<file path="config.mk">
export PLATFORM = sky130hd
export DESIGN_NAME = i2c_master_bit_sequencer
export DESIGN_NICKNAME = d
export VERILOG_FILES = /design/src/rtl/i2cms_pkg.sv /design/src/rtl/i2cms_fifo.sv /design/src/rtl/i2cms_front.sv /design/src/rtl/i2cms_seq.sv /design/src/rtl/i2c_master_bit_sequencer.sv
export SDC_FILE = /design/constraint.sdc
export NUM_CORES = 1
export LEC_CHECK = 0
export ABC_CLOCK_PERIOD_IN_PS = 5400
export BUFFER_PORTS_ARGS = -buffer_cell sky130_fd_sc_hd__buf_4
export CAP_MARGIN = 5
export CORE_AREA = 3 3 156 97
export DETAILED_ROUTE_END_ITERATION = 12
export DIE_AREA = 0 0 159 100
export PLACE_DENSITY = 0.76
export SYNTH_ARGS = -nofsm -noshare
export SYNTH_HDL_FRONTEND = slang
export SYNTH_SLANG_ARGS = --single-unit
</file>
<file path="constraint.sdc">
create_clock -name clk -period 5.4 [get_ports clk]
set_input_delay 1.08 -clock clk [delete_from_list [all_inputs] [get_ports clk]]
set_output_delay 1.08 -clock clk [all_outputs]
set_load 0.01 [all_outputs]
</file>
<file path="src/rtl/i2cms_pkg.sv">
`timescale 1ns / 1ps
// Package for the I2C master bit sequencer: word types, request codes and defaults.
// It depends on nothing. The front end, sequencer and top level use it by scoped names.
package i2cms_pkg;

	localparam int DELAY_COUNT_WIDTH_DEF = 16;
	localparam int QUEUE_DEPTH_DEF       = 2;
	localparam int PADDR_WIDTH           = 3;
	localparam int PDATA_WIDTH           = 32;

	localparam logic [15:0] PHASE_DELAY_RST    = 16'd8;
	localparam logic [7:0]  ACK_POLL_LIMIT_RST = 8'd255;

	localparam logic [2:0] REQ_TICK  = 3'd0;
	localparam logic [2:0] REQ_START = 3'd1;
	localparam logic [2:0] REQ_STOP  = 3'd2;
	localparam logic [2:0] REQ_WRITE = 3'd3;
	localparam logic [2:0] REQ_READ  = 3'd4;

	localparam logic REG_PHASE_DELAY    = 1'b0;
	localparam logic REG_ACK_POLL_LIMIT = 1'b1;

	typedef enum logic [2:0] {
		KIND_NOP,
		KIND_TICK,
		KIND_START,
		KIND_STOP,
		KIND_WRITE,
		KIND_READ
	} kind_t;

	typedef struct packed {
		logic [2:0] req_type;
		logic [7:0] wr_data;
		logic       send_ack;
		logic       sda_in;
	} in_word_t;

	typedef struct packed {
		kind_t      kind;
		logic [7:0] wr_data;
		logic       send_ack;
		logic       sda_in;
	} cmd_word_t;

	typedef struct packed {
		logic       scl_level;
		logic       sda_level;
		logic       sda_driven;
		logic       done_res;
		logic       ack_seen;
		logic [7:0] read_data;
		logic       rejected;
	} out_word_t;

	typedef struct packed {
		logic [15:0] phase_delay;
		logic [7:0]  ack_poll_limit;
	} cfg_t;

endpackage

</file>
<file path="src/rtl/i2cms_fifo.sv">
`timescale 1ns / 1ps
// Small synchronous queue with full and empty flags.
// It depends on nothing; the width and depth come from the instantiating module.
module i2cms_fifo #(
	parameter int WIDTH = 8,
	parameter int DEPTH = 2
) (
	input  logic             clk,
	input  logic             arst_n,
	input  logic             push,
	input  logic [WIDTH-1:0] wdata,
	output logic             full,
	input  logic             pop,
	output logic [WIDTH-1:0] rdata,
	output logic             empty
);

	localparam int PW = (DEPTH > 2) ? $clog2(DEPTH) : 1;
	localparam int CW = $clog2(DEPTH + 1);

	logic [WIDTH-1:0] mem_q [DEPTH];
	logic [PW-1:0]    wr_ptr_q;
	logic [PW-1:0]    rd_ptr_q;
	logic [CW-1:0]    count_q;
	logic             do_push;
	logic             do_pop;

	assign full    = (count_q == CW'(DEPTH));
	assign empty   = (count_q == '0);
	assign do_push = push && !full;
	assign do_pop  = pop && !empty;
	assign rdata   = mem_q[rd_ptr_q];

	always_ff @(posedge clk) begin
		if (do_push) begin
			mem_q[wr_ptr_q] <= wdata;
		end
	end

	always_ff @(posedge clk or negedge arst_n) begin
		if (!arst_n) begin
			wr_ptr_q <= '0;
			rd_ptr_q <= '0;
			count_q  <= '0;
		end else begin
			if (do_push) begin
				wr_ptr_q <= (wr_ptr_q == PW'(DEPTH - 1)) ? '0 : wr_ptr_q + PW'(1);
			end
			if (do_pop) begin
				rd_ptr_q <= (rd_ptr_q == PW'(DEPTH - 1)) ? '0 : rd_ptr_q + PW'(1);
			end
			if (do_push && !do_pop) begin
				count_q <= count_q + CW'(1);
			end else if (do_pop && !do_push) begin
				count_q <= count_q - CW'(1);
			end
		end
	end

endmodule

</file>
<file path="src/rtl/i2cms_front.sv">
`timescale 1ns / 1ps
// Front end: accepts input words and classifies the request code.
// It depends on i2cms_pkg and feeds the command queue.
module i2cms_front (
	input  logic                 push,
	input  i2cms_pkg::in_word_t  item,
	output logic                 full,
	output logic                 cmd_push,
	output i2cms_pkg::cmd_word_t cmd_word,
	input  logic                 cmd_full
);

	i2cms_pkg::kind_t kind;

	always_comb begin
		unique case (item.req_type)
			i2cms_pkg::REQ_TICK:  kind = i2cms_pkg::KIND_TICK;
			i2cms_pkg::REQ_START: kind = i2cms_pkg::KIND_START;
			i2cms_pkg::REQ_STOP:  kind = i2cms_pkg::KIND_STOP;
			i2cms_pkg::REQ_WRITE: kind = i2cms_pkg::KIND_WRITE;
			i2cms_pkg::REQ_READ:  kind = i2cms_pkg::KIND_READ;
			default:              kind = i2cms_pkg::KIND_NOP;
		endcase
	end

	assign full              = cmd_full;
	assign cmd_push          = push;
	assign cmd_word.kind     = kind;
	assign cmd_word.wr_data  = item.wr_data;
	assign cmd_word.send_ack = item.send_ack;
	assign cmd_word.sda_in   = item.sda_in;

endmodule

</file>
<file path="src/rtl/i2cms_seq.sv">
`timescale 1ns / 1ps
// Back end: the SCL/SDA phase sequencer, one classified word per cycle unless a queue stalls it.
// It depends on i2cms_pkg and sits between the command and result queues.
module i2cms_seq #(
	parameter int DELAY_COUNT_WIDTH = i2cms_pkg::DELAY_COUNT_WIDTH_DEF
) (
	input  logic                 clk,
	input  logic                 arst_n,
	input  i2cms_pkg::cfg_t      cfg,
	input  logic                 cmd_empty,
	input  i2cms_pkg::cmd_word_t cmd_word,
	output logic                 cmd_pop,
	input  logic                 res_full,
	output logic                 res_push,
	output i2cms_pkg::out_word_t res_word
);

	localparam int DW = DELAY_COUNT_WIDTH;
	localparam int EW = (DW > 16) ? DW : 16;

	typedef enum logic [4:0] {
		PH_IDLE,
		PH_ST_A,
		PH_ST_B,
		PH_SP_A,
		PH_SP_B,
		PH_WR_PRE,
		PH_WR_LO,
		PH_WR_HI,
		PH_WR_REL,
		PH_WR_ACKD,
		PH_WR_POLL,
		PH_WR_END,
		PH_RD_PRE,
		PH_RD_HI,
		PH_RD_LO,
		PH_RD_AK,
		PH_RD_AKH
	} phase_t;

	phase_t        phase_q, phase_d;
	logic [3:0]    bit_count_q, bit_count_d;
	logic [7:0]    shift_q, shift_d;
	logic [DW-1:0] delay_count_q, delay_count_d;
	logic [7:0]    poll_count_q, poll_count_d;
	logic          scl_q, scl_d;
	logic          sda_q, sda_d;
	logic          drv_q, drv_d;
	logic          ack_q, ack_d;
	logic          ack_to_send_q, ack_to_send_d;

	logic          fire;
	logic [DW-1:0] dly_load;
	logic [EW-1:0] pd_ext;
	logic [DW-1:0] dly_dec;
	logic [7:0]    poll_inc;
	logic [7:0]    poll_lim;
	logic [3:0]    bit_inc;
	logic          do_put;
	logic          do_poll;
	logic          done;
	logic          ackv;
	logic [7:0]    rdata;
	logic          rej;

	assign fire     = !cmd_empty && !res_full;
	assign cmd_pop  = fire;
	assign res_push = fire;

	assign pd_ext   = EW'(cfg.phase_delay);
	assign dly_dec  = delay_count_q - DW'(1);
	assign poll_inc = poll_count_q + 8'd1;
	assign poll_lim = (cfg.ack_poll_limit == 8'd0) ? 8'd1 : cfg.ack_poll_limit;
	assign bit_inc  = bit_count_q + 4'd1;

	always_comb begin
		if (pd_ext == '0) begin
			dly_load = DW'(1);
		end else if (pd_ext > EW'({DW{1'b1}})) begin
			dly_load = '1;
		end else begin
			dly_load = pd_ext[DW-1:0];
		end
	end

	always_comb begin
		phase_d       = phase_q;
		bit_count_d   = bit_count_q;
		shift_d       = shift_q;
		delay_count_d = delay_count_q;
		poll_count_d  = poll_count_q;
		scl_d         = scl_q;
		sda_d         = sda_q;
		drv_d         = drv_q;
		ack_d         = ack_q;
		ack_to_send_d = ack_to_send_q;
		do_put        = 1'b0;
		do_poll       = 1'b0;
		done          = 1'b0;
		ackv          = 1'b0;
		rdata         = 8'd0;
		rej           = 1'b0;
		if (fire) begin
			case (cmd_word.kind)
				i2cms_pkg::KIND_START, i2cms_pkg::KIND_STOP,
				i2cms_pkg::KIND_WRITE, i2cms_pkg::KIND_READ: begin
					if (phase_q != PH_IDLE) begin
						rej = 1'b1;
					end else begin
						delay_count_d = dly_load;
						unique case (cmd_word.kind)
							i2cms_pkg::KIND_START: begin
								drv_d   = 1'b1;
								sda_d   = 1'b1;
								scl_d   = 1'b1;
								phase_d = PH_ST_A;
							end
							i2cms_pkg::KIND_STOP: begin
								drv_d   = 1'b1;
								sda_d   = 1'b0;
								scl_d   = 1'b1;
								phase_d = PH_SP_A;
							end
							i2cms_pkg::KIND_WRITE: begin
								shift_d      = cmd_word.wr_data;
								bit_count_d  = 4'd0;
								poll_count_d = 8'd0;
								phase_d      = PH_WR_PRE;
							end
							default: begin
								shift_d       = 8'd0;
								bit_count_d   = 4'd0;
								ack_to_send_d = cmd_word.send_ack;
								drv_d         = 1'b0;
								phase_d       = PH_RD_PRE;
							end
						endcase
					end
				end
				i2cms_pkg::KIND_TICK: begin
					if (phase_q == PH_WR_POLL) begin
						do_poll = 1'b1;
					end else if (phase_q != PH_IDLE) begin
						delay_count_d = dly_dec;
						if (dly_dec == '0) begin
							unique case (phase_q)
								PH_ST_A: begin
									sda_d         = 1'b0;
									delay_count_d = dly_load;
									phase_d       = PH_ST_B;
								end
								PH_ST_B: begin
									scl_d   = 1'b0;
									phase_d = PH_IDLE;
									done    = 1'b1;
								end
								PH_SP_A: begin
									sda_d         = 1'b1;
									delay_count_d = dly_load;
									phase_d       = PH_SP_B;
								end
								PH_SP_B: begin
									phase_d = PH_IDLE;
									done    = 1'b1;
								end
								PH_WR_PRE: begin
									do_put = 1'b1;
								end
								PH_WR_LO: begin
									scl_d         = 1'b1;
									delay_count_d = dly_load;
									phase_d       = PH_WR_HI;
								end
								PH_WR_HI: begin
									scl_d       = 1'b0;
									bit_count_d = bit_inc;
									if (bit_inc < 4'd8) begin
										do_put = 1'b1;
									end else begin
										drv_d         = 1'b0;
										delay_count_d = dly_load;
										phase_d       = PH_WR_REL;
									end
								end
								PH_WR_REL: begin
									scl_d         = 1'b1;
									delay_count_d = dly_load;
									phase_d       = PH_WR_ACKD;
								end
								PH_WR_ACKD: begin
									do_poll = 1'b1;
								end
								PH_WR_END: begin
									phase_d = PH_IDLE;
									done    = 1'b1;
									ackv    = ack_q;
								end
								PH_RD_PRE: begin
									scl_d         = 1'b1;
									delay_count_d = dly_load;
									phase_d       = PH_RD_HI;
								end
								PH_RD_HI: begin
									shift_d       = {shift_q[6:0], cmd_word.sda_in};
									scl_d         = 1'b0;
									delay_count_d = dly_load;
									phase_d       = PH_RD_LO;
								end
								PH_RD_LO: begin
									bit_count_d   = bit_inc;
									delay_count_d = dly_load;
									if (bit_inc < 4'd8) begin
										scl_d   = 1'b1;
										phase_d = PH_RD_HI;
									end else begin
										drv_d   = 1'b1;
										sda_d   = !ack_to_send_q;
										phase_d = PH_RD_AK;
									end
								end
								PH_RD_AK: begin
									scl_d         = 1'b1;
									delay_count_d = dly_load;
									phase_d       = PH_RD_AKH;
								end
								PH_RD_AKH: begin
									scl_d   = 1'b0;
									phase_d = PH_IDLE;
									done    = 1'b1;
									rdata   = shift_q;
								end
								default: begin
									phase_d = PH_IDLE;
								end
							endcase
						end
					end
				end
				default: begin
				end
			endcase
		end
		if (do_put) begin
			sda_d         = shift_q[7];
			shift_d       = {shift_q[6:0], 1'b0};
			delay_count_d = dly_load;
			phase_d       = PH_WR_LO;
		end
		if (do_poll) begin
			poll_count_d = poll_inc;
			if (!cmd_word.sda_in || poll_inc >= poll_lim) begin
				ack_d         = !cmd_word.sda_in;
				scl_d         = 1'b0;
				drv_d         = 1'b1;
				delay_count_d = dly_load;
				phase_d       = PH_WR_END;
			end else begin
				phase_d = PH_WR_POLL;
			end
		end
	end

	assign res_word.scl_level  = scl_d;
	assign res_word.sda_level  = sda_d;
	assign res_word.sda_driven = drv_d;
	assign res_word.done_res   = done;
	assign res_word.ack_seen   = ackv;
	assign res_word.read_data  = rdata;
	assign res_word.rejected   = rej;

	always_ff @(posedge clk or negedge arst_n) begin
		if (!arst_n) begin
			phase_q       <= PH_IDLE;
			bit_count_q   <= 4'd0;
			shift_q       <= 8'd0;
			delay_count_q <= '0;
			poll_count_q  <= 8'd0;
			scl_q         <= 1'b1;
			sda_q         <= 1'b1;
			drv_q         <= 1'b1;
			ack_q         <= 1'b0;
			ack_to_send_q <= 1'b0;
		end else begin
			phase_q       <= phase_d;
			bit_count_q   <= bit_count_d;
			shift_q       <= shift_d;
			delay_count_q <= delay_count_d;
			poll_count_q  <= poll_count_d;
			scl_q         <= scl_d;
			sda_q         <= sda_d;
			drv_q         <= drv_d;
			ack_q         <= ack_d;
			ack_to_send_q <= ack_to_send_d;
		end
	end

	// A running delay phase always has ticks left to count.
	a_delay_nonzero: assert property (@(posedge clk) disable iff (!arst_n)
		(phase_q != PH_IDLE && phase_q != PH_WR_POLL) |-> delay_count_q != '0)
		else $error("delay phase with zero count");

	a_bit_count_range: assert property (@(posedge clk) disable iff (!arst_n)
		bit_count_q <= 4'd8)
		else $error("bit count beyond one byte");

	a_done_goes_idle: assert property (@(posedge clk) disable iff (!arst_n)
		(fire && res_word.done_res) |=> phase_q == PH_IDLE)
		else $error("command finished but sequencer not idle");

	a_ack_with_done: assert property (@(posedge clk) disable iff (!arst_n)
		(fire && res_word.ack_seen) |-> res_word.done_res)
		else $error("ack reported outside the finishing word");

	a_reject_holds: assert property (@(posedge clk) disable iff (!arst_n)
		(fire && res_word.rejected) |=> $stable(phase_q))
		else $error("rejected command changed the phase");

endmodule

</file>
<file path="src/rtl/i2c_master_bit_sequencer.sv">
`timescale 1ns / 1ps
// Top level of the I2C master bit sequencer: configuration registers and the
// front end, command queue, phase sequencer and result queue. Depends on i2cms_pkg.
//
// Usage: each input word carries a request (tick, start, stop, write, read) and
// the sampled SDA level. A word is taken when push is high and full is low.
// Start, stop, write and read are taken only while the sequencer is idle; one
// that arrives while busy yields a result word with rejected set. Ticks advance
// the running command; every delay phase lasts phase_delay ticks (one if 0).
// Every input word yields exactly one result word, which holds the SCL, SDA and
// SDA-drive levels after that word, plus done, ack and read data.
// A result word reaches result after its input word is registered in the command
// queue and the phase sequencer steps it into the result queue. One word per cycle
// is sustained while the receiver keeps popping, as the sequencer takes a word
// whenever the command queue holds one and the result queue has room.
// When the receiver stalls (pop low), the result queue and then the command
// queue fill, and full rises; nothing is lost.
// Reset idles the sequencer with SCL and SDA high and driven, empties both
// queues, and loads phase_delay = 8 and ack_poll_limit = 255.
// Registers (APB): phase_delay at 0x0, ack_poll_limit at 0x4.
module i2c_master_bit_sequencer #(
	parameter int DELAY_COUNT_WIDTH = i2cms_pkg::DELAY_COUNT_WIDTH_DEF,
	parameter int QUEUE_DEPTH       = i2cms_pkg::QUEUE_DEPTH_DEF
) (
	input  logic                                clk,
	input  logic                                arst_n,
	input  logic                                push,
	output logic                                full,
	input  i2cms_pkg::in_word_t                 item,
	output logic                                empty,
	input  logic                                pop,
	output i2cms_pkg::out_word_t                result,
	input  logic                                psel,
	input  logic                                penable,
	input  logic                                pwrite,
	input  logic [i2cms_pkg::PADDR_WIDTH-1:0]   paddr,
	input  logic [i2cms_pkg::PDATA_WIDTH-1:0]   pwdata,
	output logic [i2cms_pkg::PDATA_WIDTH-1:0]   prdata,
	output logic                                pready
);

	i2cms_pkg::cfg_t      cfg_q;
	i2cms_pkg::cmd_word_t fe_word;
	i2cms_pkg::cmd_word_t cq_word;
	i2cms_pkg::out_word_t seq_word;
	logic                 fe_push;
	logic                 cq_full;
	logic                 cq_empty;
	logic                 cq_pop;
	logic                 rq_full;
	logic                 rq_push;
	logic                 cfg_wr;

	assign pready = 1'b1;
	assign cfg_wr = psel && penable && pwrite;

	always_ff @(posedge clk or negedge arst_n) begin
		if (!arst_n) begin
			cfg_q.phase_delay    <= i2cms_pkg::PHASE_DELAY_RST;
			cfg_q.ack_poll_limit <= i2cms_pkg::ACK_POLL_LIMIT_RST;
		end else if (cfg_wr) begin
			if (paddr[2] == i2cms_pkg::REG_PHASE_DELAY) begin
				cfg_q.phase_delay <= pwdata[15:0];
			end else begin
				cfg_q.ack_poll_limit <= pwdata[7:0];
			end
		end
	end

	always_comb begin
		if (paddr[2] == i2cms_pkg::REG_ACK_POLL_LIMIT) begin
			prdata = {24'd0, cfg_q.ack_poll_limit};
		end else begin
			prdata = {16'd0, cfg_q.phase_delay};
		end
	end

	i2cms_front u_front (
		.push     (push),
		.item     (item),
		.full     (full),
		.cmd_push (fe_push),
		.cmd_word (fe_word),
		.cmd_full (cq_full)
	);

	i2cms_fifo #(
		.WIDTH ($bits(i2cms_pkg::cmd_word_t)),
		.DEPTH (QUEUE_DEPTH)
	) u_cmd_q (
		.clk    (clk),
		.arst_n (arst_n),
		.push   (fe_push),
		.wdata  (fe_word),
		.full   (cq_full),
		.pop    (cq_pop),
		.rdata  (cq_word),
		.empty  (cq_empty)
	);

	i2cms_seq #(
		.DELAY_COUNT_WIDTH (DELAY_COUNT_WIDTH)
	) u_seq (
		.clk       (clk),
		.arst_n    (arst_n),
		.cfg       (cfg_q),
		.cmd_empty (cq_empty),
		.cmd_word  (cq_word),
		.cmd_pop   (cq_pop),
		.res_full  (rq_full),
		.res_push  (rq_push),
		.res_word  (seq_word)
	);

	i2cms_fifo #(
		.WIDTH ($bits(i2cms_pkg::out_word_t)),
		.DEPTH (QUEUE_DEPTH)
	) u_res_q (
		.clk    (clk),
		.arst_n (arst_n),
		.push   (rq_push),
		.wdata  (seq_word),
		.full   (rq_full),
		.pop    (pop),
		.rdata  (result),
		.empty  (empty)
	);

endmodule
</file>
==> metrics.yaml <==
power_and_ir_drop:
  netSwitchingFraction_pct: 40.1
  power_switching_mw: 1.98
  vdd_drop_max_uv: 364
  internal_power_mw: 2.95
  power_mw: 4.94
  p_leak_nw: 3.60
  clkPwrFrac_pct: 22.0
  pwr-share-comb_pct: 41.7
  power_density_nw_per_um2: 569
  pwr-share-seq_pct: 36.3
floorplan:
  die_h_um: 100
  dieArea_um2: 15900
  ios: 104
  core_area_um2: 13700
  num_rows: 33
  start_util_pct: 55.0
  die_w_um: 159
setup_path:
  cp.arrival_ps: 4600
  crit_path_max_fanout: 10
  worst_setup_path_start_kind: "register"
  worst_setup_path_end_kind: "register"
  critPathBufInv: 1
  critical_path_class: "reg2reg"
  max_stage_delay_ps: 780
  r2r_cells: 10
  path_depth: 10
  required_ps: 5700
  cp_slowest_cell: "or4b_2"
  crit_family: "simple AND/OR/NAND/NOR gates"
  crit_chain: "inv_1, ha_1, or4b_2, nor4_1, xnor2_1, nand3_1, nor4b_1, o21ai_0, a21oi_4, mux2_2"
timing:
  finalCritPeriodShare_pct: 79.6
  drv_slew: 0
  max_freq_mhz: 233
  setup_viol: 0
  maxSlewHeadroom_pct: 23.0
  final_hold_viol_count: 0
  tns_ps: 0
  layout_min_cycle_time_ps: 4300
  worst_pin_slew_ps: 1150
  rsz0062_at_grt: "no"
  clock_skew_ps: 9.50
synth:
  synth_cell_types: 78
  synth_largest_area_cell: "dfrtp_1"
  syn-instance-count: 710
  netlist_area_um2: 7540
  ys_async_sr_fraction_pct: 59.1
  postSynthAreaPerCell_um2: 10.6
  synth_edf_count: 54
  ys.flop_type: "dfrtp_1"
  synth.yosys.seq_area_share_pct: 47.6
  synth-seq-cells: 132
  synth_top_area_share_pct: 21.9
  yosysWarnings: 0
  synth_top_cells_by_area: "dfrtp_1 (22%), edfxtp_1 (22%), mux2_2 (8.1%)"
place:
  post-dp-hpwl_um: 13500
  portBuffers: 68
  gp_congestion: 1.01
run_status:
  outcome: "completed"
route:
  drc: 0
  ant_nets: 0
  wl_per_cell_um: 19.0
  routed_wl_um: 18500
  drt_first_pass_iters: 5
  drt_iter0_markers: 723
  vias_per_cell: 6.05
  vias: 5889
clock_network:
  clk_latency_ps: 420
  cts_sinks: 132
  clk_pin_slew_ps: 60
  clockBufferDepth: 2
  hold_buffers: 0
  cts_setup_buffers: 0
  clockRootBuffer: "clkbuf_16"
  cts_tree: "done"
  postCtsResizedCells: 0
  cts_buffers: 17
  htreeDepth: 4
worst_hold_path:
  min_path_type: "reg2reg"
  holdPathStages: 1
layout:
  antenna_cells: 0
  nets: 837
  final-seq-area_um2: 3590
  fill_cells: 1092
  fin_util_pct: 63.3
  drive_gt1_share_pct: 25.0
  multiInputGateArea_um2: 3670
  area_growth_syn_to_layout_pct: 15.1
global_routing:
  grt_pass1_wl_um: 30100
  first_global_vias: 5717
  track_usage_pct: 23.8
  grt_max_degree: 79
  antenna_found_initial: 0
  gr-total-overflow: 0
run:
  maxCapViolCount: 0
layer usage:
metal	track usage [%]	vias up	wire length (um)
li1	-	2730	-
met1	34.7	2860	8630
met2	34.7	282	8040
met3	7.63	17	1720
met4	6.12	0	126
met5	0	-	0
per-stage QoR:
step	cells	area [um^2]	hold slack (ps)	setup WS, ps
2_1_floorplan	725	7600	461	1600
3_3_place_gp	941	8120	478	1270
3_5_place_dp	941	8120	484	1170
4_1_cts	973	8680	492	1140
5_1_grt	973	8680	519	898
6_report	973	8680	496	1100
cell usage after synthesis, types with 14 or more instances:
cell and instances:
nand3_1 21, nor3_1 23, inv_1 18, mux2i_1 17, mux2_2 54, dfrtp_1 66
edfxtp_1 54, nand2_1 60, nor2_1 52, ha_1 14, buf_4 17, clkbuf_1 29
o21ai_0 39, xnor2_1 21
power by group through the flow:
stage	sequential (mW)	combinational [mW]	clock, mW
floorplan	1.58	1.60	0
global placement	1.77	1.96	0
detailed placement	1.79	2.00	0
CTS	1.78	2.03	1.10
global route	1.84	2.24	1.14
finish	1.79	2.06	1.08
cell families (layout without fill, tap and decap cells):
family | Yosys count | in the layout | synth area share, %
xor+xnor | 29 | 29 | 3.37
fa+ha+maj | 14 | 14 | 2.32
simple gates | 247 | 247 | 17.6
buf+inv | 69 | 125 | 4.50
flops | 132 | 132 | 47.6
mux | 74 | 74 | 10.9
compound gates | 143 | 143 | 13.6
other cells | 2 | 17 | 0.0996
cell usage in the layout, fill, tap and decap left out, types with 6 or more instances in the layout:
cell type and n:
and2_1 12, o21ai_0 39, nor3_1 23, buf_4 74, a21o_1 8, dfstp_2 12
ha_1 14, a31oi_1 7, mux2_2 54, xnor2_1 21, a211oi_1 10, dfrtp_1 66
mux2i_1 17, inv_1 18, nand2b_1 8, xor2_1 8, conb_1 17, edfxtp_1 54
nor2_1 52, a22o_1 10, nand4_1 6, nor2b_1 12, nand2_1 60, o2bb2ai_1 6
clkbuf_16 17, nand3_1 21, a21oi_1 12, nor4_1 12
state kept, by name (all words and copies together) (netlist names):
signal / cells
u_seq.sda_q: 1
u_seq.poll_count_q: 8
u_res_q.rd_ptr_q: 1
u_seq.delay_count_q: 16
u_seq.phase_q: 5
u_res_q.wr_ptr_q: 1
u_cmd_q.count_q: 2
u_seq.ack_to_send_q: 1
u_res_q.count_q: 2
u_seq.drv_q: 1
cfg_q: 24
u_seq.shift_q: 8
u_cmd_q.wr_ptr_q: 1
u_cmd_q.rd_ptr_q: 1
u_res_q.mem_q: 28
u_seq.ack_q: 1
u_seq.bit_count_q: 4
u_seq.scl_q: 1
u_cmd_q.mem_q: 26
layout make-up:
class                      instances  area share, %
multi-input combinational        524           42.3
sequential                       132           41.3
timing repair buffer              74           6.40
clock buffer                      17           4.90
tap                              192           2.77
clock inverter                    15           1.49
inverter                          19          0.822
path summary, 6_finish.rpt:
check                                       startpoint                    end  slack, ps
worst min-delay path                  u_cmd_q.wr_ptr_q       u_cmd_q.wr_ptr_q        500
worst min register to register        u_cmd_q.wr_ptr_q       u_cmd_q.wr_ptr_q        500
worst max register to register  u_seq.delay_count_q[1]       u_seq.shift_q[3]       1100
max in group asynchronous                       arst_n  u_seq.poll_count_q[2]       3920
worst max-delay path            u_seq.delay_count_q[1]       u_seq.shift_q[3]       1100
min in group asynchronous                       arst_n       u_seq.phase_q[4]        820
Power figures use the tool's default switching activity.
